### src/rtl/xcorr_pkg.sv
// Package for the dual-polarisation cross-correlator: sizes, payload and job types,
// and the saturating accumulate helper. Used by every module of the block.
`default_nettype none
package xcorr_pkg;

  localparam int MAX_ANTENNAS = 8;
  localparam int MAX_CHANNELS = 16;
  localparam int ACC_WIDTH    = 48;
  localparam int BASELINES    = (MAX_ANTENNAS * (MAX_ANTENNAS + 1)) / 2;
  localparam int ROWS         = MAX_CHANNELS * BASELINES;
  localparam int LANES        = 8;
  localparam int ROW_BITS     = LANES * ACC_WIDTH;
  localparam int ANT_W        = $clog2(MAX_ANTENNAS);
  localparam int CH_W         = $clog2(MAX_CHANNELS);
  localparam int BL_W         = $clog2(BASELINES);
  localparam int ROW_W        = $clog2(ROWS);
  localparam int PROD_W       = 18;
  localparam int CFG_W        = 16;
  localparam int CFG_IDX_W    = 3;

  localparam logic [CFG_IDX_W-1:0] REG_ANTENNA_COUNT    = 3'd0;
  localparam logic [CFG_IDX_W-1:0] REG_CHANNEL_COUNT    = 3'd1;
  localparam logic [CFG_IDX_W-1:0] REG_TIME_COUNT       = 3'd2;
  localparam logic [CFG_IDX_W-1:0] REG_INTEGRATION_RATE = 3'd3;
  localparam logic [CFG_IDX_W-1:0] REG_CONJUGATE_SELECT = 3'd4;

  localparam logic signed [ACC_WIDTH-1:0] ACC_MAX = {1'b0, {(ACC_WIDTH-1){1'b1}}};
  localparam logic signed [ACC_WIDTH-1:0] ACC_MIN = {1'b1, {(ACC_WIDTH-1){1'b0}}};

  typedef struct packed {
    logic signed [7:0] x_real;
    logic signed [7:0] x_imag;
    logic signed [7:0] y_real;
    logic signed [7:0] y_imag;
  } in_t;

  typedef struct packed {
    logic [3:0]                   channel;
    logic [2:0]                   antenna_a;
    logic [2:0]                   antenna_b;
    logic signed [ACC_WIDTH-1:0]  xx_real;
    logic signed [ACC_WIDTH-1:0]  xx_imag;
    logic signed [ACC_WIDTH-1:0]  xy_real;
    logic signed [ACC_WIDTH-1:0]  xy_imag;
    logic signed [ACC_WIDTH-1:0]  yx_real;
    logic signed [ACC_WIDTH-1:0]  yx_imag;
    logic signed [ACC_WIDTH-1:0]  yy_real;
    logic signed [ACC_WIDTH-1:0]  yy_imag;
    logic                         last;
  } out_t;

  typedef struct packed {
    logic             en;
    logic             bank;
    logic [ANT_W-1:0] ant;
    in_t              data;
  } samp_wr_t;

  typedef struct packed {
    logic             bank;
    logic [CH_W-1:0]  ch;
    logic [ANT_W:0]   na;
    logic             emit;
    logic             conj;
  } job_t;

  function automatic logic signed [ACC_WIDTH-1:0] sat_add(
    input logic signed [ACC_WIDTH-1:0] acc,
    input logic signed [PROD_W-1:0]    d
  );
    logic signed [ACC_WIDTH:0] s;
    s = {acc[ACC_WIDTH-1], acc} + {{(ACC_WIDTH+1-PROD_W){d[PROD_W-1]}}, d};
    if (s[ACC_WIDTH] != s[ACC_WIDTH-1]) begin
      return s[ACC_WIDTH] ? ACC_MIN : ACC_MAX;
    end
    return s[ACC_WIDTH-1:0];
  endfunction

endpackage
`default_nettype wire

### src/rtl/xcorr_queue.sv
// Two-entry job queue between the front end and the correlation engine.
// Depends on xcorr_pkg for the job type.
`default_nettype none
module xcorr_queue import xcorr_pkg::*; (
  input  wire logic clk,
  input  wire logic rst,
  input  wire logic push,
  input  wire job_t push_job,
  input  wire logic pop,
  output logic      empty,
  output job_t      head
);

  job_t       entry [0:1];
  logic       wptr;
  logic       rptr;
  logic [1:0] count;

  assign empty = (count == 2'd0);
  assign head  = entry[rptr];

  always_ff @(posedge clk) begin
    if (push) begin
      entry[wptr] <= push_job;
    end
  end

  always_ff @(posedge clk) begin
    if (rst) begin
      wptr  <= 1'b0;
      rptr  <= 1'b0;
      count <= 2'd0;
    end else begin
      if (push) begin
        wptr <= !wptr;
      end
      if (pop) begin
        rptr <= !rptr;
      end
      count <= count + {1'b0, push} - {1'b0, pop};
    end
  end

endmodule
`default_nettype wire

### config.mk
export PLATFORM = sky130hd
export DESIGN_NAME = xcorr_queue
export DESIGN_NICKNAME = d
export VERILOG_FILES = /design/src/rtl/xcorr_pkg.sv /design/src/rtl/xcorr_queue.sv
export SDC_FILE = /design/constraint.sdc
export NUM_CORES = 1
export LEC_CHECK = 0
export ABC_AREA = 1
export BUFFER_PORTS_ARGS = -buffer_cell sky130_fd_sc_hd__buf_2
export CORE_MARGIN = 5
export CORE_UTILIZATION = 25
export CTS_CLUSTER_SIZE = 8
export DETAILED_ROUTE_END_ITERATION = 10
export HOLD_SLACK_MARGIN = 0.05
export PLACE_DENSITY_LB_ADDON = 0.05
export SETUP_SLACK_MARGIN = 0.4
export SYNTH_ARGS = -nofsm -noshare
export SYNTH_HDL_FRONTEND = slang
export SYNTH_SLANG_ARGS = --single-unit
export TNS_END_PERCENT = 1
### constraint.sdc
create_clock -name clk -period 1.8 [get_ports clk]
set_input_delay 0.18 -clock clk [delete_from_list [all_inputs] [get_ports clk]]
set_output_delay 0.18 -clock clk [all_outputs]
set_load 0.01 [all_outputs]
After elaboration in Yosys (flattened, before gate mapping). Memory sizes are Yosys's and may differ from the RTL's. A register that Yosys moved wholly into a read port is not among the register bits. Index checks and enable logic that the tools add are counted.

Flip-flop bits (word level): 4. RAM bits: 22. Output and inout bits: 12. Logic and storage cells: 13. Memories: 1.

Add/sub/neg operators: 2. Multiplexer cells: 4. Reductions and logical operators: 3.

Memories: entry (depth 2, width 11, rd ports 1, clocked after memory_dff 1, write ports 1, line xcorr_queue.sv:14) `job_t entry [0:1];`.

Operators by type and width (number): 2-to-1 mux 1 bit (4); adder 2 x 1 -> 2 bit (1); logical NOT 1 bit (2); logical NOT 2 bit (1); subtractor 2 x 1 -> 2 bit (1).

Depth between registers and ports, before layout.
Word-level depth: 3. Gate-level depth with buffers: 9. Mapped depth without buffers: 9.

Worst setup path before layout. OpenSTA, ideal clock, no wires.

Path kind: reg2reg. From: register wptr. To: memory entry[0][0] in the netlist's numbering (enable). Library setup time: 0.378 ns. Arrival time: 0.812 ns. Data required time: 1.422 ns. Path slack: 0.610 ns. Stages on the path, launching flop included: 2. Path buffers: 0. Period minus slack after synthesis: 1.190 ns. Cells stage by stage: dfxtp_1 nor2_1.

RTL lines: from (decl) (line xcorr_queue.sv:15) `logic wptr;`; from (signal assigned) (line xcorr_queue.sv:35) `wptr <= !wptr;`; to (decl) (line xcorr_queue.sv:14).

Straight into the memory's write port.

==> reports/results.txt <==
post-DP HPWL: 1.28 mm
Tmin final: 1.38 ns
WP data required: 1.62 ns
vias in the first global route: 617
number of flops mapped to enable cells by yosys: 22
crit end category: output pin
DRC viols: 0
WS Path Type: reg2out
TritonCTS buffer count: 3
routed len/inst: 11.9 um
GP Congestion: 0.579
Synthesis Warnings: 0
Global Route Usage Sum: 0.0688
fraction of registers with async set/reset: 0
# rows: 23
Syn Inst Count: 64
Register-to-Register Path Depth: 8
Pwr Density: 934 nW/um^2
first-pass GRT wire length: 2.77 mm
ys flop type: edfxtp_1
grt ovf: 0
fin. max-slew vios: 0
io pins: 27
Max Cap Violations: 0
post-synthesis cell area: 1050 sq um
largest net degree at the start of global routing: 16
final setup vio count: 0
RSZ-0062 raised after global routing: true
Peak VDD IR: 0.372 mV
CTS Buffer Depth: 2
DIE AREA: 5610 sq um
Seq/Total Area, Yosys: 0.722
Lkg Pwr: 0.582 nW
number of fillers in the final layout: 406
final clock skew: 0.00135 ns
routed vias/inst: 3.82
Clock Latency Late Sink: 0.26 ns
CTS tree: yes
post-synth top area share: 0.627
nets: 115
Pre-antenna DRT Iters: 4
fin worst setup slack: 0.417 ns
Worst Path Max Fanout: 7
Rel. slew slack: 0.675
Hold Path Depth: 1
most frequent cell after synthesis: edfxtp_1
final worst-path cycle share: 0.768
CTS Hold Bufs: 0
top area cells in the synthesized netlist: edfxtp_1 (63%), mux2_4 (14%), dfxtp_1 (9.5%)
P&R area growth vs syn: 30.8%
fmax: 0.723 GHz
Initial DRC Count: 13
syn nets: 81
Hold Vio Cnt, Final: 0
routed vias: 562
share of layout cells above drive strength 1: 0.474
startpoint types: flip-flop
crit path DAT: 1.20 ns
Netlist cell types: 13
Initial Utilization: 0.261
ANT cells: 0
Sink Count: 27
Die Ht: 74.9 um
Synth area leader: edfxtp_1
Commonest cells post-synth: edfxtp_1 (22), mux2_4 (10), inv_1 (8), nor2_1 (7), dfxtp_1 (5)
Tightest Pin Transition: 0.486 ns
HP Class: in2reg
die width: 74.9 um
core area: 4030 sq um
Setup TNS Final: 0 ns
IO buf count: 26
Post-Route WL: 1.75 mm
antenna violations before repair: 0
H-tree levels: 1
outcome: complete, no violations
Seq cells post-synth: 27
Place WS: 0.533 ns
clock-pin slew on the worst setup and hold paths: 0.09 ns
setup slack, reg-to-reg: 0.53 ns
antenna-violating nets left: 0
Mapped Avg Cell Area: 16.5 sq um
Root Buffer: clkbuf_8
[what timing repair did]
action / in CTS / in global routing
endpoints found under the setup margin: 8 / 12
cloned: 0 / 0
gates resized for setup: 6 / 7
buffers inserted: 0 / 0
[flip-flops by register name (all words and copies together) (netlist names), named ones only]
name	cells
rptr	1
entry	22
wptr	1
count	2
[critical path: stages (launching register included)]
cell	delay, ns
dfxtp_2	0.36
buf_8	0.14
mux2_4	0.31
buf_6	0.12
[worst paths after layout]
path	start	end
setup / recovery	flip-flop	head[7]
hold / removal	push_job[5]	entry[0][5]$_DFFE_PP_
setup reg to reg	count[0]$_SDFF_PP0_	count[1]$_SDFF_PP0_
hold reg to reg	wptr$_SDFFE_PP0P_	wptr$_SDFFE_PP0P_
[cell usage in the layout, fill, tap and decap left out]
cell       n
dfxtp_2    1
mux2_4    11
clkinv_2   1
inv_1      8
clkbuf_8   3
ha_1       2
nor3_1     1
buf_8      1
buf_4      2
nand3_1    1
edfxtp_1  22
a21oi_1    1
buf_2     18
xnor2_1    1
nand2_1    4
dfxtp_1    4
nor2_1     7
buf_6      9
[stage by stage]
stage | total power (W) | util | instances | hold WS, ns | area (sq um)
final | 0.00129 | 0.342 | 147 | 0.0952 | 1380
after global placement | 0.000934 | 0.314 | 143 | 0.369 | 1260
after global routing | 0.00136 | 0.342 | 147 | 0.0809 | 1380
after CTS | 0.00129 | 0.331 | 147 | 0.0862 | 1330
after detailed placement | 0.000941 | 0.314 | 143 | 0.371 | 1260
after floorplan | 0.000864 | - | 64 | 0.251 | 1050
[where the power goes]
part           total (W)  internal, W  switching, W
Combinational   0.000221     0.000124     0.0000965
Clock           0.000333     0.000155      0.000179
Sequential      0.000732     0.000718     0.0000143
Total            0.00129     0.000997      0.000290
[cell type report]
cell class                 instances  area, sq um  share of cell area
multi-input combinational         28          255               0.185
timing repair buffer              30          221               0.161
clock inverter                     1         5.00             0.00363
sequential                        27          762               0.553
inverter                           8         30.0              0.0218
tap                               50         62.6              0.0454
clock buffer                       3         41.3              0.0300
[kinds of logic after synthesis]
group,synth area share
muxes,0.153
xor gates and xnor gates,0.00832
DFF,0.722
and+or+nand+nor,0.0487
adders and majority gates,0.0237
AOI/OAI and AO/OA,0.00475
buffers and inverters,0.0392
[metal layers]
| metal | share of wire | global-route usage |
|---|---|---|
| met5 | 0 | 0 |
| met4 | 0.019 | 0.0435 |
| met2 | 0.48 | 0.112 |
| met3 | 0.078 | 0.0240 |
| met1 | 0.42 | 0.0763 |
Note: power is estimated with default switching activity, not from simulation.
