[config.mk]
export PLATFORM = sky130hd
export DESIGN_NAME = xcorr_front
export DESIGN_NICKNAME = d
export VERILOG_FILES = /design/src/rtl/xcorr_pkg.sv /design/src/rtl/xcorr_front.sv
export SDC_FILE = /design/constraint.sdc
export NUM_CORES = 1
export LEC_CHECK = 0
export BUFFER_PORTS_ARGS = -buffer_cell sky130_fd_sc_hd__clkbuf_2
export CAP_MARGIN = 0
export CORE_MARGIN = 2
export CORE_UTILIZATION = 55
export CTS_CLUSTER_SIZE = 12
export DETAILED_ROUTE_END_ITERATION = 12
export HOLD_SLACK_MARGIN = 0.03
export PLACE_DENSITY = 0.79
export SETUP_SLACK_MARGIN = 0.5
export SKIP_CTS_REPAIR_TIMING = 1
export SLEW_MARGIN = 15
export SYNTH_ARGS = -nofsm -noshare
export SYNTH_HDL_FRONTEND = slang
export SYNTH_SLANG_ARGS = --single-unit
[constraint.sdc]
create_clock -name clk -period 4.2 [get_ports clk]
set_input_delay 0.42 -clock clk [delete_from_list [all_inputs] [get_ports clk]]
set_output_delay 0.42 -clock clk [all_outputs]
set_load 0.03 [all_outputs]
[src/rtl/xcorr_pkg.sv]
// Package for the dual-polarisation cross-correlator: sizes, payload and job types,
// and the saturating accumulate helper. Used by every module of the block.
`default_nettype none
package xcorr_pkg;

  localparam int MAX_ANTENNAS = 8;
  localparam int MAX_CHANNELS = 16;
  localparam int ACC_WIDTH    = 48;
  localparam int BASELINES    = (MAX_ANTENNAS * (MAX_ANTENNAS + 1)) / 2;
  localparam int ROWS         = MAX_CHANNELS * BASELINES;
  localparam int LANES        = 8;
  localparam int ROW_BITS     = LANES * ACC_WIDTH;
  localparam int ANT_W        = $clog2(MAX_ANTENNAS);
  localparam int CH_W         = $clog2(MAX_CHANNELS);
  localparam int BL_W         = $clog2(BASELINES);
  localparam int ROW_W        = $clog2(ROWS);
  localparam int PROD_W       = 18;
  localparam int CFG_W        = 16;
  localparam int CFG_IDX_W    = 3;

  localparam logic [CFG_IDX_W-1:0] REG_ANTENNA_COUNT    = 3'd0;
  localparam logic [CFG_IDX_W-1:0] REG_CHANNEL_COUNT    = 3'd1;
  localparam logic [CFG_IDX_W-1:0] REG_TIME_COUNT       = 3'd2;
  localparam logic [CFG_IDX_W-1:0] REG_INTEGRATION_RATE = 3'd3;
  localparam logic [CFG_IDX_W-1:0] REG_CONJUGATE_SELECT = 3'd4;

  localparam logic signed [ACC_WIDTH-1:0] ACC_MAX = {1'b0, {(ACC_WIDTH-1){1'b1}}};
  localparam logic signed [ACC_WIDTH-1:0] ACC_MIN = {1'b1, {(ACC_WIDTH-1){1'b0}}};

  typedef struct packed {
    logic signed [7:0] x_real;
    logic signed [7:0] x_imag;
    logic signed [7:0] y_real;
    logic signed [7:0] y_imag;
  } in_t;

  typedef struct packed {
    logic [3:0]                   channel;
    logic [2:0]                   antenna_a;
    logic [2:0]                   antenna_b;
    logic signed [ACC_WIDTH-1:0]  xx_real;
    logic signed [ACC_WIDTH-1:0]  xx_imag;
    logic signed [ACC_WIDTH-1:0]  xy_real;
    logic signed [ACC_WIDTH-1:0]  xy_imag;
    logic signed [ACC_WIDTH-1:0]  yx_real;
    logic signed [ACC_WIDTH-1:0]  yx_imag;
    logic signed [ACC_WIDTH-1:0]  yy_real;
    logic signed [ACC_WIDTH-1:0]  yy_imag;
    logic                         last;
  } out_t;

  typedef struct packed {
    logic             en;
    logic             bank;
    logic [ANT_W-1:0] ant;
    in_t              data;
  } samp_wr_t;

  typedef struct packed {
    logic             bank;
    logic [CH_W-1:0]  ch;
    logic [ANT_W:0]   na;
    logic             emit;
    logic             conj;
  } job_t;

  function automatic logic signed [ACC_WIDTH-1:0] sat_add(
    input logic signed [ACC_WIDTH-1:0] acc,
    input logic signed [PROD_W-1:0]    d
  );
    logic signed [ACC_WIDTH:0] s;
    s = {acc[ACC_WIDTH-1], acc} + {{(ACC_WIDTH+1-PROD_W){d[PROD_W-1]}}, d};
    if (s[ACC_WIDTH] != s[ACC_WIDTH-1]) begin
      return s[ACC_WIDTH] ? ACC_MIN : ACC_MAX;
    end
    return s[ACC_WIDTH-1:0];
  endfunction

endpackage
`default_nettype wire

[src/rtl/xcorr_front.sv]
// Front end: configuration registers, input transfer, sample write and position counters.
// Issues one job per completed time step. Depends on xcorr_pkg.
`default_nettype none
module xcorr_front import xcorr_pkg::*; (
  input  wire logic                 clk,
  input  wire logic                 rst,
  input  wire logic                 start,
  output logic                      busy,
  input  wire in_t                  in_item,
  input  wire logic                 cfg_we,
  input  wire logic [CFG_IDX_W-1:0] cfg_index,
  input  wire logic [CFG_W-1:0]     cfg_data,
  input  wire logic                 clearing,
  input  wire logic                 job_done,
  output samp_wr_t                  samp_wr,
  output logic                      job_push,
  output job_t                      job
);

  logic [3:0]       antenna_count;
  logic [4:0]       channel_count;
  logic [15:0]      time_count;
  logic [10:0]      integration_rate;
  logic             conjugate_select;
  logic [ANT_W-1:0] ant_pos;
  logic [15:0]      time_pos;
  logic [CH_W-1:0]  chan_pos;
  logic [9:0]       integ_pos;
  logic             bank;
  logic [1:0]       outstanding;
  logic [ANT_W:0]   na;
  logic [4:0]       nc;
  logic [15:0]      nt;
  logic [10:0]      nr;
  logic             accept;
  logic             step_end;
  logic             time_end;
  logic             emit;

  always_comb begin
    if (antenna_count == 4'd0) begin
      na = (ANT_W+1)'(1);
    end else if (antenna_count > 4'(MAX_ANTENNAS)) begin
      na = (ANT_W+1)'(MAX_ANTENNAS);
    end else begin
      na = (ANT_W+1)'(antenna_count);
    end
    if (channel_count == 5'd0) begin
      nc = 5'd1;
    end else if (channel_count > 5'(MAX_CHANNELS)) begin
      nc = 5'(MAX_CHANNELS);
    end else begin
      nc = channel_count;
    end
    nt = (time_count == 16'd0) ? 16'd1 : time_count;
    if (integration_rate == 11'd0) begin
      nr = 11'd1;
    end else if (integration_rate > 11'd1024) begin
      nr = 11'd1024;
    end else begin
      nr = integration_rate;
    end
  end

  assign busy     = clearing || (outstanding == 2'd2);
  assign accept   = start && !busy;
  assign step_end = ({1'b0, ant_pos} + (ANT_W+1)'(1)) >= na;
  assign time_end = ({1'b0, time_pos} + 17'd1) >= {1'b0, nt};
  assign emit     = ({1'b0, integ_pos} + 11'd1) >= nr;

  always_comb begin
    samp_wr.en   = accept;
    samp_wr.bank = bank;
    samp_wr.ant  = ant_pos;
    samp_wr.data = in_item;
    job_push     = accept && step_end;
    job.bank     = bank;
    job.ch       = chan_pos;
    job.na       = na;
    job.emit     = time_end && emit;
    job.conj     = conjugate_select;
  end

  always_ff @(posedge clk) begin
    if (rst) begin
      antenna_count    <= 4'd8;
      channel_count    <= 5'd16;
      time_count       <= 16'd1;
      integration_rate <= 11'd1;
      conjugate_select <= 1'b1;
    end else if (cfg_we) begin
      unique case (cfg_index)
        REG_ANTENNA_COUNT:    antenna_count    <= cfg_data[3:0];
        REG_CHANNEL_COUNT:    channel_count    <= cfg_data[4:0];
        REG_TIME_COUNT:       time_count       <= cfg_data[15:0];
        REG_INTEGRATION_RATE: integration_rate <= cfg_data[10:0];
        REG_CONJUGATE_SELECT: conjugate_select <= cfg_data[0];
        default: ;
      endcase
    end
  end

  always_ff @(posedge clk) begin
    if (rst) begin
      ant_pos     <= '0;
      time_pos    <= '0;
      chan_pos    <= '0;
      integ_pos   <= '0;
      bank        <= 1'b0;
      outstanding <= 2'd0;
    end else begin
      outstanding <= outstanding + {1'b0, job_push} - {1'b0, job_done};
      if (accept) begin
        if (!step_end) begin
          ant_pos <= ant_pos + ANT_W'(1);
        end else begin
          ant_pos <= '0;
          bank    <= !bank;
          if (!time_end) begin
            time_pos <= time_pos + 16'd1;
          end else begin
            time_pos <= '0;
            if (({1'b0, chan_pos} + 5'd1) < nc) begin
              chan_pos <= chan_pos + CH_W'(1);
            end else begin
              chan_pos  <= '0;
              integ_pos <= emit ? 10'd0 : integ_pos + 10'd1;
            end
          end
        end
      end
    end
  end

endmodule
`default_nettype wire

---- After elaboration in Yosys (flattened, before gate mapping) ----
Cells that the tools add are included.
word-level totals
  input bits .............................. 57
  output and inout bits ................... 50
  logic and storage cells ................. 64
  flip-flop bits (word level) ............. 73
operators by class
  reduce and logical (&&, ||, !) cells .... 19
  $lt $le $gt $ge ......................... 7
  bitwise logic cells ..................... 1
  multiplexer cells ....................... 11
  add/subtract/negate cells ............... 10
  equality and inequality tests ........... 5
operators by type and width
  operator                 count
  $mux W16                 2
  $mux W11                 2
  $add A16 B1 Y17 const B  1
  $ge A17 B16 Y1           1
  $add A16 B1 Y16 const B  1
  $logic_not A16 Y1        1
  $mux W4                  3
  $reduce_and A2 Y1        6
  $add A10 B1 Y11 const B  1
  $ge A11 B11 Y1           1
  $gt A11 B11 Y1 const B   1
  $logic_not A11 Y1        1
  $add A10 B1 Y10 const B  1
  $mux W10                 1
  $mux W5                  2
  $eq A3 B2 Y1 const B     2
  $add A4 B1 Y5 const B    1
  $gt A5 B5 Y1 const B     1
  $logic_not A5 Y1         1
  $lt A5 B5 Y1             1
  $add A3 B1 Y4 const B    1
  $add A4 B1 Y4 const B    1
  $ge A4 B4 Y1             1
  $gt A4 B4 Y1 const B     1
  other kinds (15)         18

---- Logic depth before layout (Yosys ltp) ----
  depth after elaboration ................. 7
  gate-level depth with buffers ........... 15

---- Worst setup path after synthesis ----
Ideal clock, no wire load.
  path kind ............................... reg-to-output
  start ................................... reg time_pos[0]
  end ..................................... out job[1] (netlist name)
  arrival time ............................ 2,944 ps
  cell stages (with the launch flop) ...... 14
  setup slack ............................. 836 ps
  path buffers ............................ 2
  required time ........................... 3,780 ps
  cell sequence ........................... dfxtp_1 ha_1 and3_1 buf_4 nand4_1 nor3_1 xor2_1 ha_1 a21o_1 a21oi_1 o41ai_4 nor3_1 clkbuf_1 nor2_1
RTL lines
  element                 RTL line            RTL
  start, declared         xcorr_front.sv:26   logic [15:0] time_pos;
  start signal, assigned  xcorr_front.sv:120  time_pos <= time_pos + 16'd1;
  end, declared           xcorr_front.sv:17   output job_t job

==> results summary <==
The run finished with clean final reports. Using the TritonRoute via totals, the vias-per-cell ratio works out to approximately 5.8. The repair_antennas step left the layout with diodes totalling 0. The fraction of the core area covered by cells at the end of the flow came out at between 60% and 70%. The switching component of the power came out at 0.000392 W. The worst ir drop on vdd came out at 0.222 mV.

The final worst clock skew came out at a little over 8 ps. The number of antenna violations at the first check in global routing is 0. The fraction of final layout cells with drive strength greater than 1 is about 14%. The worst reg2reg path endpoint is time_pos[12]$_SDFFE_PP0P_. The part of the power in the clock network is about 43%. At the later pin of the worst-skew pair, clock insertion delay measures about 360 ps. STA classifies the critical path endpoint as an output pin. The max-slew violation count is 0. The switching portion of total power came out at between 20 and 30%. The number of distinct library cell variants in the gate-level netlist after synthesis is 53. The number of sinks handled by clock tree synthesis is between 70 and 80. Across the run, the number of max-cap violations was 0. The launch instance of the worst register-to-register path is time_pos[0]$_SDFFE_PP0P_. The share of the cycle needed by the critical path after routing is a little under nine tenths. The final-layout setup total negative slack came out at 0 ps. The first global-routing pass estimated 17200 µm of wire. By area the synthesized netlist is led by sky130_fd_sc_hd__dfxtp_1, sky130_fd_sc_hd__ha_1, sky130_fd_sc_hd__nand2_1, sky130_fd_sc_hd__buf_4, sky130_fd_sc_hd__a21oi_1. The finished layout holds slightly below 700 standard cells, fillers aside.

In this run the biggest area consumer among cell types represents 31.5% of the synthesized area. After synthesis, the mean cell area works out to about 8.0 µm². The final hold violation count is 0. The minimum setup slack after placement is 352 ps. After detailed routing, the average wire length per cell comes to around 15 µm. In this run the most critical hold path is launched from cfg_data[14].

The library cell used most frequently in the layout, excluding fill and tap cells, is sky130_fd_sc_hd__nand2_1. The setup-violating endpoint count in the final report is 0. The master of the slowest instance on the critical path is sky130_fd_sc_hd__dfxtp_1. between 100 and 150 I/O pins were placed. For the worst flop-to-flop path, the logic depth is 13.

For this run, the leading register cell type out of synthesis is sky130_fd_sc_hd__dfxtp_1. The critical path class is reg -> out. The die width is 95.8 µm. The design internal power is about 0.0012 W. The area of the die is just over 0.009 mm². The count of input and output buffers is 42. The total placed cells including tap cells came out at around 670. The most numerous cell type found on the critical path is sky130_fd_sc_hd__nand3_1. The Yosys warning count is 0. The count of state elements after synthesis is 73. The number of DRC violations after detailed routing came out at 0. The area growth from synthesis to layout came out at 6.61%.

The power per standard cell area came out at around 320 mW/mm². The sequential area share after synthesis is between 30% and 40%. The critical path goes through nand3_1, nor4_1, buf_4, nand3_1, xnor2_1, ha_1, nand3_1, a21oi_1, nor3_4, nor2_1, clkbuf_2.

The largest area contributor in the netlist is sky130_fd_sc_hd__dfxtp_1. The routability congestion estimate from global placement is about 0.88. The via count of the first global-routing pass is around 3800. The residual antenna-violating net count after detailed routing came out at 0. The die is 95.8 µm tall.

The pin count of the biggest net entering global routing came out at 70. Setup repair after global routing could not meet its margin everywhere. The worst slack on hold paths came out at between 200 and 300 ps.

The initial DRC count came out at approximately 190. The final layout net count came out at roughly 680. The setup slack after layout came out at ~620 ps.

The H-tree was split into 3 levels. Counting flops with an async set or reset pin after synthesis yields a share of 0%. Combinational cells account for between 10% and 20% of the total power.

The worst hold path depth came out at 3. The destination of the worst hold path is time_count[14]$_SDFFE_PP0P_. Measured against its own limit, the worst slew margin works out to a little over half. Data on the critical path is required at its endpoint by roughly 3800 ps. Once the floorplan was initialized, standard cells occupied between 50% and 60% of the core. The relative contribution of sequential cells to total power is 45.6%. Once detailed placement completed, the half-perimeter wirelength came to between 7000 and 8000 µm. The number of enable-type register cells in the synthesized netlist came out at 0.

For this block, the via count after detailed routing is 4023. The worst-margin pin slew is between 700 and 800 ps. In this run the worst hold path is classified as in -> reg. The area of the core came out at roughly 0.008 mm².

The largest single stage delay on the critical path is roughly 420 ps. The flop-to-flop setup slack is slightly below 800 ps. The critical path data arrival time is 3160 ps. The summed instance area of the synthesized netlist is approximately 0.0046 mm². The global-route congestion overflow total came out at 0. The largest buffer count on any clock path is 2. The global router's overall resource usage is a little under a quarter.

The root cell of the clock tree is sky130_fd_sc_hd__clkbuf_8. The number of iterations in the first detailed-routing pass is 5. TritonCTS built the clock tree. After technology mapping, the gate count stands at slightly below 600. The number of placement rows came out at 33. Wires add up to 10600 µm. The smallest clock period supported by the final layout is computed as between 3000 and 4000 ps. The startpoint kind of the worst setup timing path is a flop. Of all nets on the critical path, the largest fanout is 8. Counting the buffers created by CTS gives 9. Clock-pin slew was measured on the worst setup and hold paths at ~80 ps. Counting every net in the synthesized netlist gives between 600 and 700.

Summed over all cells, the static leakage comes to 2.09 nW. The achievable frequency came out at roughly 280 MHz. Leaving out fill and tap cells, the most frequent cells in the layout are sky130_fd_sc_hd__nand2_1, sky130_fd_sc_hd__dfxtp_1, sky130_fd_sc_hd__a21oi_1, sky130_fd_sc_hd__clkbuf_2, sky130_fd_sc_hd__ha_1.
## cell type report
type / instances / area [µm²]
fill: 721 / 3230
multi-input combinational: 411 / 2710
sequential: 73 / 1460
timing repair buffer: 51 / 278
clock buffer: 10 / 138
tap: 105 / 131
inverter: 32 / 120
clock inverter: 6 / 105
## registers in the layout (all words and copies together), names as in the netlist
name / flops
antenna_count: 4
bank: 1
outstanding: 2
channel_count: 5
time_pos: 16
integration_rate: 11
time_count: 16
conjugate_select: 1
integ_pos: 10
ant_pos: 3
chan_pos: 4
## cell usage after synthesis (2+ instances only)
cell type / instances
sky130_fd_sc_hd__nor3_1: 7
sky130_fd_sc_hd__nand3_1: 34
sky130_fd_sc_hd__o31ai_1: 10
sky130_fd_sc_hd__nor2b_1: 8
sky130_fd_sc_hd__and2_1: 2
sky130_fd_sc_hd__buf_1: 6
sky130_fd_sc_hd__xnor2_1: 17
sky130_fd_sc_hd__a41oi_1: 2
sky130_fd_sc_hd__a21oi_1: 46
sky130_fd_sc_hd__buf_6: 2
sky130_fd_sc_hd__inv_1: 31
sky130_fd_sc_hd__nor4_1: 7
sky130_fd_sc_hd__a31oi_1: 5
sky130_fd_sc_hd__clkbuf_1: 16
sky130_fd_sc_hd__a21o_1: 5
sky130_fd_sc_hd__and3_1: 8
sky130_fd_sc_hd__ha_1: 41
sky130_fd_sc_hd__o211ai_1: 2
sky130_fd_sc_hd__mux2i_1: 9
sky130_fd_sc_hd__or3_1: 3
sky130_fd_sc_hd__nand3b_1: 4
sky130_fd_sc_hd__dfxtp_1: 73
sky130_fd_sc_hd__a22o_1: 9
sky130_fd_sc_hd__nand2_1: 88
sky130_fd_sc_hd__buf_4: 38
sky130_fd_sc_hd__nor2_1: 36
sky130_fd_sc_hd__nand4_1: 11
sky130_fd_sc_hd__o21ai_0: 10
sky130_fd_sc_hd__nand2b_1: 12
sky130_fd_sc_hd__xor2_1: 13
sky130_fd_sc_hd__a211oi_1: 2
## critical path, delay by kind of cell (launching register included)
| kind | cells | cell delay, ps |
|---|---|---|
| AO/OA/AOI/OAI | 1 | 370 |
| XOR/XNOR | 1 | 170 |
| adder cells (fa/ha/maj) | 1 | 290 |
| buffers and inverters | 2 | 420 |
| flip-flops | 1 | 420 |
| AND/OR/NAND/NOR | 6 | 1120 |
## worst max-delay path by stage
stage	start	endpoint	slack [ps]	cells after the start
after floorplan	time_pos[0]$_SDFFE_PP0P_	job[1]	840	13
after global placement	time_pos[0]$_SDFFE_PP0P_	time_pos[2]$_SDFFE_PP0P_	530	12
after detailed placement	time_pos[0]$_SDFFE_PP0P_	time_pos[12]$_SDFFE_PP0P_	350	12
after CTS	time_pos[0]$_SDFFE_PP0P_	job[1]	90	12
after global routing	time_pos[2]$_SDFFE_PP0P_	job[1]	400	11
final	time_pos[2]$_SDFFE_PP0P_	job[1]	620	11
## per-layer routing
metal | track usage [%] | up-vias | wire, µm
met1 | 30.3 | 1903 | 4540
met2 | 38.5 | 123 | 5160
met5 | 0 | - | 0
met3 | 3.99 | 35 | 557
met4 | 12.7 | 0 | 308
li1 | - | 1962 | -
## metrics by stage
step	power, W	area [µm²]
2_1_floorplan	0.000902	4640
3_5_place_dp	0.000893	4620
5_1_grt	0.00162	4940
4_1_cts	0.00156	4860
6_report	0.00157	4940
3_3_place_gp	0.000888	4620
## logic make-up after synthesis
kind of cell	after synthesis	share of synthesized area, %
buffers and inverters	95	11.1
flip-flops	73	31.5
XOR/XNOR	30	5.66
multiplexers	9	1.94
adder cells (fa/ha/maj)	41	11.1
AO/OA/AOI/OAI	104	15.1
AND/OR/NAND/NOR	227	23.6
## power by group through the flow
stage	Combinational, W	Clock [W]	Sequential [W]
after global routing	0.000189	0.000715	0.000716
after CTS	0.000163	0.000687	0.000715
after floorplan	0.000170	0	0.000731
after global placement	0.000158	0	0.000730
final	0.000173	0.000679	0.000715
after detailed placement	0.000162	0	0.000731
Power figures use the tool's default switching activity.
